**config.mk**
```make
export PLATFORM = sky130hd
export DESIGN_NAME = date_time_next_second
export DESIGN_NICKNAME = d
export VERILOG_FILES = /design/src/rtl/dtns_pkg.sv /design/src/rtl/dtns_time_stage.sv /design/src/rtl/dtns_leap_stage.sv /design/src/rtl/dtns_date_stage.sv /design/src/rtl/date_time_next_second.sv
export SDC_FILE = /design/constraint.sdc
export NUM_CORES = 1
export LEC_CHECK = 0
export ABC_CLOCK_PERIOD_IN_PS = 12800
export BUFFER_PORTS_ARGS = -buffer_cell sky130_fd_sc_hd__buf_4
export CAP_MARGIN = 20
export CORE_MARGIN = 10
export CORE_UTILIZATION = 50
export DETAILED_ROUTE_END_ITERATION = 16
export PLACE_DENSITY_LB_ADDON = 0.2
export SETUP_SLACK_MARGIN = 0.1
export SLEW_MARGIN = 20
export SYNTH_ARGS = -nofsm -noshare
export SYNTH_HDL_FRONTEND = slang
export SYNTH_SLANG_ARGS = --single-unit
```
**constraint.sdc**
```tcl
create_clock -name clk -period 12.8 [get_ports clk]
set_input_delay 1.28 -clock clk [delete_from_list [all_inputs] [get_ports clk]]
set_output_delay 1.28 -clock clk [all_outputs]
set_load 0.01 [all_outputs]
```
**src/rtl/dtns_pkg.sv**
```systemverilog
// ---------------------------------------------------------------------------
// dtns_pkg: shared types and constants for the next-second calendar block
// Beat layout, per-stage payload structs, calendar limits and month table.
// ---------------------------------------------------------------------------
`default_nettype none

package dtns_pkg;

  // One date and time beat
  typedef struct packed {
    logic [13:0] year;
    logic [3:0]  month;
    logic [4:0]  day;
    logic [4:0]  hour;
    logic [5:0]  minute;
    logic [5:0]  second;
  } dtns_beat_t;

  // Time of day only
  typedef struct packed {
    logic [4:0] hour;
    logic [5:0] minute;
    logic [5:0] second;
  } dtns_tod_t;

  // Payload after the first stage
  typedef struct packed {
    dtns_beat_t  beat;       // original input
    dtns_tod_t   tod_next;   // time of day plus one second
    logic        day_carry;  // 23:59:59 rollover
    logic        fields_ok;  // all but year and day-vs-month-length in range
    logic        year_ok;
    logic [9:0]  year_q25;   // year / 25
  } dtns_s1_t;

  // Payload after the second stage
  typedef struct packed {
    dtns_beat_t  beat;
    dtns_tod_t   tod_next;
    logic        day_carry;
    logic        fields_ok;
    logic        year_ok;
    logic [4:0]  month_len;  // days in this month of this year, 0 if bad month
  } dtns_s2_t;

  // Result beat
  typedef struct packed {
    dtns_beat_t  beat;
    logic        bad;
  } dtns_res_t;

  // Calendar limits
  localparam logic [5:0]  SEC_MAX       = 6'd59;
  localparam logic [5:0]  MIN_MAX       = 6'd59;
  localparam logic [4:0]  HOUR_MAX      = 5'd23;
  localparam logic [13:0] YEAR_MAX      = 14'd9999;
  localparam logic [3:0]  MONTH_JAN     = 4'd1;
  localparam logic [3:0]  MONTH_FEB     = 4'd2;
  localparam logic [3:0]  MONTH_DEC     = 4'd12;
  localparam logic [4:0]  FEB_LEAP_DAYS = 5'd29;

  // year / 25 == (year * 5243) >> 17, exact for any 14-bit year
  localparam logic [12:0] DIV25_RECIP   = 13'd5243;
  localparam int          DIV25_SHIFT   = 17;

  // Common-year month lengths, January first
  localparam logic [4:0] MONTH_LEN [12] = '{
    5'd31, 5'd28, 5'd31, 5'd30, 5'd31, 5'd30,
    5'd31, 5'd31, 5'd30, 5'd31, 5'd30, 5'd31
  };

  // Days in a month; 0 for a month code outside January..December
  function automatic logic [4:0] month_days(input logic [3:0] month, input logic leap);
    logic [3:0] idx;
    logic [4:0] len;
    idx = month - MONTH_JAN;
    if (month < MONTH_JAN || month > MONTH_DEC) begin
      len = 5'd0;
    end else if (month == MONTH_FEB && leap) begin
      len = FEB_LEAP_DAYS;
    end else begin
      len = MONTH_LEN[idx];
    end
    return len;
  endfunction

endpackage

`default_nettype wire

```
**src/rtl/dtns_time_stage.sv**
```systemverilog
// ---------------------------------------------------------------------------
// dtns_time_stage: first pipeline stage
// Range checks, time-of-day increment with rollover detect, year / 25.
// ---------------------------------------------------------------------------
`default_nettype none

module dtns_time_stage (
  input  wire logic                clk,
  input  wire logic                rst_n,
  input  wire logic                en,
  input  wire logic                valid_i,
  input  wire dtns_pkg::dtns_beat_t data_i,
  output logic                     valid_r,
  output dtns_pkg::dtns_s1_t       data_r
);
  import dtns_pkg::*;

  dtns_s1_t    data_nxt;
  logic [26:0] q_prod;
  logic        sec_wrap;
  logic        min_wrap;
  logic        hour_wrap;

  // Second, minute, hour increment chain
  assign sec_wrap  = (data_i.second == SEC_MAX);
  assign min_wrap  = sec_wrap && (data_i.minute == MIN_MAX);
  assign hour_wrap = min_wrap && (data_i.hour == HOUR_MAX);

  // Reciprocal multiply for year / 25
  assign q_prod = 27'(data_i.year) * 27'(DIV25_RECIP);

  always_comb begin
    data_nxt.beat = data_i;
    data_nxt.tod_next.second = sec_wrap ? 6'd0 : data_i.second + 6'd1;
    data_nxt.tod_next.minute = !sec_wrap ? data_i.minute :
                               (min_wrap ? 6'd0 : data_i.minute + 6'd1);
    data_nxt.tod_next.hour   = !min_wrap ? data_i.hour :
                               (hour_wrap ? 5'd0 : data_i.hour + 5'd1);
    data_nxt.day_carry = hour_wrap;
    data_nxt.fields_ok = (data_i.month >= MONTH_JAN) && (data_i.month <= MONTH_DEC) &&
                         (data_i.day != 5'd0) && (data_i.hour <= HOUR_MAX) &&
                         (data_i.minute <= MIN_MAX) && (data_i.second <= SEC_MAX);
    data_nxt.year_ok  = (data_i.year <= YEAR_MAX);
    data_nxt.year_q25 = 10'(q_prod >> DIV25_SHIFT);
  end

  // Stage register
  always_ff @(posedge clk) begin
    if (!rst_n) begin
      valid_r <= 1'b0;
    end else if (en) begin
      valid_r <= valid_i;
    end
  end

  always_ff @(posedge clk) begin
    if (en) begin
      data_r <= data_nxt;
    end
  end

endmodule

`default_nettype wire

```
**src/rtl/dtns_leap_stage.sv**
```systemverilog
// ---------------------------------------------------------------------------
// dtns_leap_stage: second pipeline stage
// Leap-year test from year / 25 and month length lookup.
// ---------------------------------------------------------------------------
`default_nettype none

module dtns_leap_stage (
  input  wire logic              clk,
  input  wire logic              rst_n,
  input  wire logic              en,
  input  wire logic              valid_i,
  input  wire dtns_pkg::dtns_s1_t data_i,
  output logic                   valid_r,
  output dtns_pkg::dtns_s2_t     data_r
);
  import dtns_pkg::*;

  dtns_s2_t    data_nxt;
  logic [13:0] q_times25;
  logic        div25;
  logic        leap;

  // year % 25 == 0 when q*25 gives back the year
  assign q_times25 = 14'({data_i.year_q25, 4'b0}) + 14'({data_i.year_q25, 3'b0}) +
                     14'(data_i.year_q25);
  assign div25 = (q_times25 == data_i.beat.year);

  // Leap: by 4 and not by 100, or by 400 (= by 16 and by 25)
  assign leap = (data_i.beat.year[1:0] == 2'b00) &&
                (!div25 || (data_i.beat.year[3:0] == 4'b0000));

  always_comb begin
    data_nxt.beat      = data_i.beat;
    data_nxt.tod_next  = data_i.tod_next;
    data_nxt.day_carry = data_i.day_carry;
    data_nxt.fields_ok = data_i.fields_ok;
    data_nxt.year_ok   = data_i.year_ok;
    data_nxt.month_len = month_days(data_i.beat.month, leap);
  end

  // Stage register
  always_ff @(posedge clk) begin
    if (!rst_n) begin
      valid_r <= 1'b0;
    end else if (en) begin
      valid_r <= valid_i;
    end
  end

  always_ff @(posedge clk) begin
    if (en) begin
      data_r <= data_nxt;
    end
  end

endmodule

`default_nettype wire

```
**src/rtl/dtns_date_stage.sv**
```systemverilog
// ---------------------------------------------------------------------------
// dtns_date_stage: third pipeline stage and output register
// Final validity check and day/month/year carry on the midnight rollover.
// ---------------------------------------------------------------------------
`default_nettype none

module dtns_date_stage (
  input  wire logic              clk,
  input  wire logic              rst_n,
  input  wire logic              en,
  input  wire logic              valid_i,
  input  wire dtns_pkg::dtns_s2_t data_i,
  output logic                   valid_r,
  output dtns_pkg::dtns_res_t    data_r
);
  import dtns_pkg::*;

  dtns_res_t data_nxt;
  logic      bad;
  logic      month_end;

  assign bad = !data_i.fields_ok || !data_i.year_ok || (data_i.beat.day > data_i.month_len);
  assign month_end = (data_i.beat.day == data_i.month_len);

  // Bad beats pass unchanged; good ones take the new time and maybe a new date
  always_comb begin
    data_nxt.bad  = bad;
    data_nxt.beat = data_i.beat;
    if (!bad) begin
      data_nxt.beat.hour   = data_i.tod_next.hour;
      data_nxt.beat.minute = data_i.tod_next.minute;
      data_nxt.beat.second = data_i.tod_next.second;
      if (data_i.day_carry) begin
        if (!month_end) begin
          data_nxt.beat.day = data_i.beat.day + 5'd1;
        end else if (data_i.beat.month == MONTH_DEC) begin
          data_nxt.beat.day   = 5'd1;
          data_nxt.beat.month = MONTH_JAN;
          data_nxt.beat.year  = (data_i.beat.year == YEAR_MAX) ? 14'd0 :
                                data_i.beat.year + 14'd1;
        end else begin
          data_nxt.beat.day   = 5'd1;
          data_nxt.beat.month = data_i.beat.month + 4'd1;
        end
      end
    end
  end

  // Output register
  always_ff @(posedge clk) begin
    if (!rst_n) begin
      valid_r <= 1'b0;
    end else if (en) begin
      valid_r <= valid_i;
    end
  end

  always_ff @(posedge clk) begin
    if (en) begin
      data_r <= data_nxt;
    end
  end

endmodule

`default_nettype wire

```
**src/rtl/date_time_next_second.sv**
```systemverilog
// ---------------------------------------------------------------------------
// date_time_next_second: Gregorian date and time advanced by one second
// Three-stage pipeline: time increment and year / 25, leap and month length,
// date carry and output register.
//
// Input channel in_*: one beat is a full date and time, taken at an edge with
// in_valid high and in_stall low. Result channel out_*: the same moment one
// second later, plus out_bad_input, which flags a date or time out of range;
// such a beat comes back unchanged. One result per input, in order.
// An accepted beat passes the time, leap and date stage registers in turn to
// out_valid; throughput is one beat per cycle while out_stall is low.
// Each stage loads when it is empty or the stage after it moves, so bubbles
// are squeezed out while out_stall is high. in_stall rises only when all
// three stages hold a beat and out_stall is high. A stalled result holds its
// value. Synchronous reset empties the pipeline; payload is not cleared.
// ---------------------------------------------------------------------------
`default_nettype none

module date_time_next_second (
  input  wire logic        clk,
  input  wire logic        rst_n,
  input  wire logic        in_valid,
  output logic             in_stall,
  input  wire logic [13:0] in_year_in,
  input  wire logic [3:0]  in_month_in,
  input  wire logic [4:0]  in_day_in,
  input  wire logic [4:0]  in_hour_in,
  input  wire logic [5:0]  in_minute_in,
  input  wire logic [5:0]  in_second_in,
  output logic             out_valid,
  input  wire logic        out_stall,
  output logic [13:0]      out_year_out,
  output logic [3:0]       out_month_out,
  output logic [4:0]       out_day_out,
  output logic [4:0]       out_hour_out,
  output logic [5:0]       out_minute_out,
  output logic [5:0]       out_second_out,
  output logic             out_bad_input
);
  import dtns_pkg::*;

  dtns_beat_t in_beat;
  dtns_s1_t   s1_data;
  dtns_s2_t   s2_data;
  dtns_res_t  s3_data;
  logic       s1_valid;
  logic       s2_valid;
  logic       s3_valid;
  logic       s1_en;
  logic       s2_en;
  logic       s3_en;

  // Pack input beat
  assign in_beat.year   = in_year_in;
  assign in_beat.month  = in_month_in;
  assign in_beat.day    = in_day_in;
  assign in_beat.hour   = in_hour_in;
  assign in_beat.minute = in_minute_in;
  assign in_beat.second = in_second_in;

  // Stage load enables: a stage moves when empty or when its successor moves
  assign s3_en    = !s3_valid || !out_stall;
  assign s2_en    = !s2_valid || s3_en;
  assign s1_en    = !s1_valid || s2_en;
  assign in_stall = !s1_en;

  dtns_time_stage u_time (
    .clk     (clk),
    .rst_n   (rst_n),
    .en      (s1_en),
    .valid_i (in_valid),
    .data_i  (in_beat),
    .valid_r (s1_valid),
    .data_r  (s1_data)
  );

  dtns_leap_stage u_leap (
    .clk     (clk),
    .rst_n   (rst_n),
    .en      (s2_en),
    .valid_i (s1_valid),
    .data_i  (s1_data),
    .valid_r (s2_valid),
    .data_r  (s2_data)
  );

  dtns_date_stage u_date (
    .clk     (clk),
    .rst_n   (rst_n),
    .en      (s3_en),
    .valid_i (s2_valid),
    .data_i  (s2_data),
    .valid_r (s3_valid),
    .data_r  (s3_data)
  );

  // Unpack result beat
  assign out_valid      = s3_valid;
  assign out_year_out   = s3_data.beat.year;
  assign out_month_out  = s3_data.beat.month;
  assign out_day_out    = s3_data.beat.day;
  assign out_hour_out   = s3_data.beat.hour;
  assign out_minute_out = s3_data.beat.minute;
  assign out_second_out = s3_data.beat.second;
  assign out_bad_input  = s3_data.bad;

  // Input only backs up when the whole pipe is full and the output is held
  a_stall_full: assert property (@(posedge clk) disable iff (!rst_n)
    in_stall |-> (s1_valid && s2_valid && s3_valid && out_stall))
    else $error("in_stall with a free pipeline slot");

  // A good result carries an in-range time of day
  a_time_range: assert property (@(posedge clk) disable iff (!rst_n)
    (out_valid && !out_bad_input) |->
      (out_second_out <= SEC_MAX && out_minute_out <= MIN_MAX && out_hour_out <= HOUR_MAX))
    else $error("good result with time of day out of range");

  // A good result carries an in-range date
  a_date_range: assert property (@(posedge clk) disable iff (!rst_n)
    (out_valid && !out_bad_input) |->
      (out_month_out >= MONTH_JAN && out_month_out <= MONTH_DEC &&
       out_day_out != 5'd0 && out_year_out <= YEAR_MAX))
    else $error("good result with date out of range");

  // Reset empties the pipeline
  a_reset_empty: assert property (@(posedge clk)
    !rst_n |=> (!s1_valid && !s2_valid && !out_valid))
    else $error("pipeline not empty after reset");

endmodule

`default_nettype wire
```
==> results of run 1 <==
==> synth_stat cells, types with 3 or more instances <==
| cell | instances | area (um^2) |
|---|---|---|
| or4_1 | 3 | 22.52 |
| a21o_1 | 9 | 67.56 |
| or3_1 | 3 | 18.77 |
| dfxtp_1 | 3 | 60.06 |
| a211oi_1 | 4 | 30.03 |
| inv_1 | 133 | 499.2 |
| nand3_1 | 15 | 75.07 |
| xor2_1 | 8 | 70.07 |
| fa_1 | 70 | 1401 |
| nor3_1 | 13 | 65.06 |
| ha_1 | 129 | 1614 |
| nand2_1 | 46 | 172.7 |
| o21a_1 | 5 | 37.54 |
| a21oi_1 | 31 | 155.2 |
| mux2_2 | 21 | 236.5 |
| nand2b_1 | 4 | 25.02 |
| buf_2 | 3 | 15.01 |
| edfxtp_1 | 174 | 5225 |
| nor4_1 | 6 | 37.54 |
| nor2_1 | 28 | 105.1 |
| a31oi_1 | 5 | 31.28 |
| nand4_1 | 14 | 87.58 |
| nor2b_1 | 8 | 50.05 |
| xnor2_1 | 26 | 227.7 |
| o211ai_1 | 7 | 52.55 |
| o31ai_1 | 4 | 30.03 |
| and3_1 | 10 | 62.56 |
| o21ai_0 | 39 | 195.2 |
==> metal layers <==
layer | wire length (um) | global-route usage | up-vias
met1 | 9201 | 0.1894 | 3134
met2 | 10550 | 0.2558 | 152
met4 | 162 | 0.03974 | 0
li1 | - | - | 3283
met3 | 1270 | 0.03659 | 13
met5 | 0 | 0 | -
==> through the flow <==
step | hold slack [ps] | power (mW) | worst slack, ps
CTS | 418.0 | 2.412 | 7215
detailed placement | 404.5 | 1.894 | 6755
finish | 416.5 | 2.395 | 7197
global placement | 400.2 | 1.884 | 6888
floorplan | 400.3 | 1.639 | 7180
global route | 425.3 | 2.618 | 7000
==> report_power, final <==
| part | internal, mW | total, mW | switching [mW] |
|---|---|---|---|
| Combinational | 0.526 | 1.14 | 0.615 |
| Sequential | 0.707 | 0.747 | 0.0399 |
| Clock | 0.263 | 0.507 | 0.244 |
| Total | 1.50 | 2.39 | 0.899 |
==> cell type report <==
type                       count  area (um^2)
clock inverter                14        162.7
sequential                   177         5285
tap                          280        350.3
timing repair buffer          88        660.6
multi-input combinational    550         5276
fill                        1793         9160
clock buffer                  18        429.2
inverter                     133        499.2
==> logic make-up (layout without fill, tap and decap cells) <==
| family | Yosys count | after routing | share of synthesized area |
|---|---|---|---|
| mux | 25 | 25 | 0.02554 |
| simple gates | 165 | 165 | 0.07865 |
| fa+ha+maj | 199 | 199 | 0.2723 |
| xor+xnor | 34 | 34 | 0.02689 |
| compound gates | 127 | 127 | 0.07221 |
| flops | 177 | 177 | 0.4773 |
| buf+inv | 138 | 253 | 0.04712 |
==> state kept, by name, summed over array words and instances, names as in the netlist <==
signal and count:
u_time.valid_r 1, u_date.data_r 41, u_date.valid_r 1, u_time.data_r 70, u_leap.valid_r 1, u_leap.data_r 63
==> path summary, 6_finish.rpt <==
kind              slack (ps)         startpoint  cells after the start                 to
setup / recovery        7200      in_year_in[4]                     17   u_time.data_r[7]
hold / removal           420  u_time.data_r[47]                      0  u_leap.data_r[42]
setup reg to reg        9790   u_time.data_r[0]                     10   u_leap.data_r[0]
hold reg to reg          420  u_time.data_r[47]                      0  u_leap.data_r[42]
==> cell usage in the layout (no fill, tap or decap), types with 8 or more instances in the layout <==
cell / n
clkbuf_16: 17
xor2_1: 8
nor2b_1: 8
a21o_1: 9
fa_1: 70
nor2_1: 28
edfxtp_1: 174
nand2_1: 44
o21ai_0: 39
xnor2_1: 26
nand3_1: 15
ha_1: 129
inv_1: 132
a21oi_1: 31
mux2_2: 21
buf_4: 88
nand4_1: 14
nor3_1: 13
and3_1: 10
==> flow_summary_export.csv, run 1 <==
group,metric,value,unit
floorplanning,die_area,28500,um^2
cts,ctsRootBufferMaster,"clkbuf_16",
synth,syn_nets,1108,
floorplanning,io_pins,87,
cts,clock_tree.buffer_depth,2,
critical_path,crit_type,"in2reg",
sta,max_slew_margin,0.3462,
cts,cts_inserted_buffers,17,
sta,drv_slew,0,
grt,grt_pass1_vias,6664,
synth,syn-cell-area,11070,um^2
finish,syn_to_final_growth,14.36,%
synth,post_synth_num_cell_types,62,
critical_path,cp.buffers_inverters,5,
place,place_area,12070,um^2
sta,finClkSkew,15.77,ps
synth,async_flop_share,0,
finish,final_cells,1260,
power,p_leak,5.584,nW
route,firstDrtPassIters,5,
grt,grt_antenna_before_repair,0,
grt,grt_pass1_wl,34190,um
route,routedWlPerCell,16.81,um
sta,tns,0,ps
finish,diodes,0,
critical_path,crit_required,12970,ps
cts,cts_tree,"built",
sta,setup_viol,0,
power,power.density,189.1,nW/um^2
finish,drive_gt1_frac,0.1520,
grt,track_usage,0.1511,
place,place_hpwl,16630,um
sta,rsz0062_at_grt,"false",
place,dp.cells,1228,
sta,timing_hold_violations_final,0,
grt,grt-ovfl-total,0,
critical_path,cp_slowest_stage_delay,550,ps
route,drc,0,
route,ant_nets,0,
finish,layout.nets,1210,
route,vias,6582,
sta,worstMarginPinSlew,977.3,ps
floorplanning,dieWidth,168.8,um
cts,cts_resized,0,
floorplanning,core,21820,um^2
cts,clkSinkCount,177,
cts,holdBufCountCts,0,
critical_path,critPathMaxFanout,6,
cts,worst_skew_pair.late_latency,430,ps
critical_path,cp-start-kind,"input pin",
critical_path,path_cells,"buf_4 > inv_1 > fa_1 > inv_1 > ha_1 > fa_1 > inv_1 > fa_1 > fa_1 > inv_1 > ha_1 > a21o_1 > a221o_1 > a22oi_1 > o22ai_1 > o21ai_0 > or4b_1",
synth,synth_seq_cells,177,
floorplanning,start_util,0.5074,
cts,clk_pin_slew_worst_paths,70,ps
cts,h-tree-depth,4,
critical_path,worstPathArrival,5770,ps
place,io_buffers,86,
critical_path,crit_slowest_cell,"fa_1",
route,via_per_inst,5.224,
grt,grt_max_degree,71,
critical_path,end_kind,"register",
synth,syn_inst,865,
route,drtIter0Drc,375,
sta,period_share,0.4378,
flow_run,drv_cap,0,
sta,min_period,5603,ps
critical_path,crit_family,"adder cells",
run_status,status,"completed",
synth,synth-edff-count,174,
place,gp_congestion,0.8901,
floorplanning,die_y,168.8,um
worst_hold_path,min_path_type,"reg2reg",
finish,postLayoutCoreUtil,0.5803,
floorplanning,rows,54,
sta,max_freq,178.5,MHz
route,detail_route.wirelength,21180,um
power,peakVddDrop,0.1058,mV
synth,synth_ff_type,"edfxtp_1",
finish,post-route-cell-area,12660,um^2
synth,synth_area_per_cell,12.80,um^2
synth,yosysWarnings,0,
synth,synth.yosys.seq_area_share,0.4773,
cts,cts_setup_buffers,0,
Power figures use the tool's default switching activity.
==> inputs of run 2 (changes only) <==
Settings changed: ABC_AREA from default to 1, ABC_CLOCK_PERIOD_IN_PS 12800 to 5000.
Clock period 12.8 ns to 5 ns, I/O delays scaled along.
==> run 2 against run 1 <==
  * Die area rose by 4.2%
  * Non-clock buffer count up 3
  * Cell area increased by 4.8%
  * Clock power increased to 2.8 times the previous value
  * Critical path type unchanged
  * Total power grew to 2.9 times the previous value
  * Largest cell class is now multi-input gates
  * Clock-buffer cell count did not move
  * First-iteration DRC count rose by 21%
==> flow_summary_export.csv, run 2 <==
group,metric,value,unit
synth,synth_top_area_share,0.4505,
worst_hold_path,min_from,"in_day_in[4]",
floorplanning,die_area,29690,um^2
route,firstDrtPassIters,5,
synth,syn_inst,1092,
finish,diodes,0,
synth,synth-edff-count,174,
route,drc,0,
sta,fin_ws,665.3,ps
floorplanning,io_pins,87,
cts,clkSinkCount,177,
floorplanning,die_y,172.3,um
power,peakVddDrop,0.3048,mV
critical_path,cp-start-kind,"input pin",
synth,syn_nets,1335,
worst_hold_path,min_path_type,"in2reg",
route,drtIter0Drc,452,
grt,grt_pass1_wl,40140,um
sta,rsz0062_at_grt,"false",
critical_path,cp.buffers_inverters,6,
critical_path,r2r_start,"u_date.valid_r",
critical_path,crit_family,"adder cells",
sta,hold_slack,246.7,ps
finish,final_cell_mix,"215 x inv_1, 184 x nand2_1, 174 x edfxtp_1",
grt,grt_max_degree,65,
sta,drv_slew,0,
synth,post_synth_num_cell_types,46,
cts,cts_inserted_buffers,17,
synth,synth_seq_cells,177,
cts,cts_tree,"built",
critical_path,end_kind,"register",
flow_run,drv_cap,0,
route,via_per_inst,5.197,
critical_path,worstPathArrival,4510,ps
route,detail_route.wirelength,24330,um
finish,layout.nets,1440,
critical_path,r2r-end,"u_time.data_r[6]",
cts,h-tree-depth,4,
sta,max_freq,230.7,MHz
route,vias,7770,
place,pre_cts_ws,255.4,ps
worst_hold_path,min_path_cells,1,
sta,worstMarginPinSlew,805.9,ps
grt,track_usage,0.1744,
critical_path,crit_required,5180,ps
worst_hold_path,min_to,"u_time.data_r[51]",
run_status,status,"completed",
floorplanning,start_util,0.5107,
critical_path,worst_r2r_path_depth,7,
synth,yosysWarnings,0,
critical_path,critPathMaxFanout,8,
finish,fill_cells,1950,
sta,timing_hold_violations_final,0,
critical_path,crit_slowest_cell,"fa_1",
route,ant_nets,0,
floorplanning,rows,55,
synth,synth.most_common_cell,"inv_1",
finish,syn_to_final_growth,14.42,%
finish,largest_register,"u_time.data_r",
place,gp_congestion,0.9059,
critical_path,crit_top_cell,"inv_1",
cts,clk_pin_slew_worst_paths,80,ps
cts,worst_skew_pair.late_latency,440,ps
sta,setup_viol,0,
sta,finClkSkew,14.69,ps
synth,synth_area_per_cell,10.62,um^2
sta,tns,0,ps
sta,min_period,4335,ps
route,routedWlPerCell,16.28,um
grt,grt_antenna_before_repair,0,
synth,synth.area.top_cells,"edfxtp_1 45%, ha_1 14%, fa_1 12%",
cts,cts_resized,0,
place,place_hpwl,19140,um
critical_path,path_cells,"buf_4 > fa_1 > ha_1 > inv_1 > fa_1 > inv_1 > fa_1 > inv_1 > fa_1 > inv_1 > ha_1 > nand2_1 > nor4_1 > nand2_1 > nand2_1 > inv_1 > nor2_1 > nor2_1 > xnor2_1",
cts,clock_tree.buffer_depth,2,
critical_path,crit_type,"in2reg",
power,p_leak,6.277,nW
floorplanning,core,22710,um^2
sta,max_slew_margin,0.4627,
cts,cts_setup_buffers,0,
synth,syn-cell-area,11600,um^2
finish,drive_gt1_frac,0.1215,
cts,holdBufCountCts,0,
critical_path,r2r_slack,2030,ps
synth,yosys.area.top_type,"edfxtp_1",
finish,largest_register_ffs,70,
critical_path,cp_slowest_stage_delay,520,ps
finish,reg.largest.list,"u_time.data_r (70), u_leap.data_r (63), u_date.data_r (41)",
synth,async_flop_share,0,
synth,yosys-top-cells-count,"217 x inv_1, 185 x nand2_1, 174 x edfxtp_1, 129 x ha_1, 70 x fa_1",
grt,grt_pass1_vias,8090,
grt,grt-ovfl-total,0,
finish,final_common_cell,"inv_1",
power,power.density,525.5,nW/um^2
synth,synth_ff_type,"edfxtp_1",
synth,synth.yosys.seq_area_share,0.4557,
place,io_buffers,86,
sta,period_share,0.8669,
floorplanning,dieWidth,172.3,um
cts,ctsRootBufferMaster,"clkbuf_16",
run 2: cell types whose count changed after synthesis, moves of 5 or more:
| cell | before | now |
|---|---|---|
| o211ai_1 | 7 | 2 |
| nor2b_1 | 8 | 0 |
| and3_1 | 10 | 0 |
| nor2_1 | 28 | 65 |
| xnor2_1 | 26 | 9 |
| a21oi_1 | 31 | 43 |
| nand3_1 | 15 | 39 |
| mux2_2 | 21 | 0 |
| inv_1 | 133 | 217 |
| o21ai_0 | 39 | 32 |
| xor2_1 | 8 | 17 |
| nand2_1 | 46 | 185 |
| nor3_1 | 13 | 20 |
run 2: metal layers:
layer / global-route usage / vias to the layer above / wire length (um)
li1: - / 3834 / -
met1: 0.2222 / 3748 / 10870
met2: 0.2921 / 164 / 11860
met3: 0.03990 / 24 / 1248
met4: 0.04760 / 0 / 363
met5: 0 / - / 0
run 2: kinds of logic (layout without fill, tap and decap cells):
family | after synthesis | after routing | synth area share
fa+ha+maj | 199 | 199 | 0.2600
flops | 177 | 177 | 0.4557
compound gates | 114 | 114 | 0.05782
xor+xnor | 26 | 26 | 0.01963
buf+inv | 227 | 345 | 0.07530
simple gates | 349 | 349 | 0.1316
run 2: report_power, final:
part / switching [mW] / internal (mW)
Combinational: 2.22 / 1.40
Sequential: 0.107 / 1.82
Clock: 0.650 / 0.777
Total: 2.97 / 4.00
run 2: stage by stage:
step / power [mW] / instances / util / area [um^2]
floorplan: 4.661 / 1092 / - / 11600
global placement: 5.475 / 1462 / 0.5548 / 12600
detailed placement: 5.531 / 1462 / 0.5548 / 12600
CTS: 6.992 / 1494 / 0.5832 / 13240
global route: 7.685 / 1495 / 0.5844 / 13270
finish: 6.974 / 1495 / 0.5844 / 13270
run 2: worst max-delay path by stage:
stage	start	endpoint	slack, ps	depth (start not counted)
floorplan	out_stall	u_time.data_r[0]	540	5
global placement	in_year_in[10]	u_time.data_r[4]	290	19
detailed placement	in_year_in[11]	u_time.data_r[4]	260	19
CTS	in_year_in[11]	u_time.data_r[4]	700	19
global route	in_year_in[11]	u_time.data_r[4]	380	19
finish	in_year_in[10]	u_time.data_r[4]	670	19
run 2: cell type report:
class	count	area, um^2	area share
multi-input combinational	688	5443	0.4101
tap	285	356.6	0.02687
clock inverter	14	215.2	0.01622
inverter	222	839.6	0.06326
sequential	177	5285	0.3982
clock buffer	18	429.2	0.03234
timing repair buffer	91	703.2	0.05298
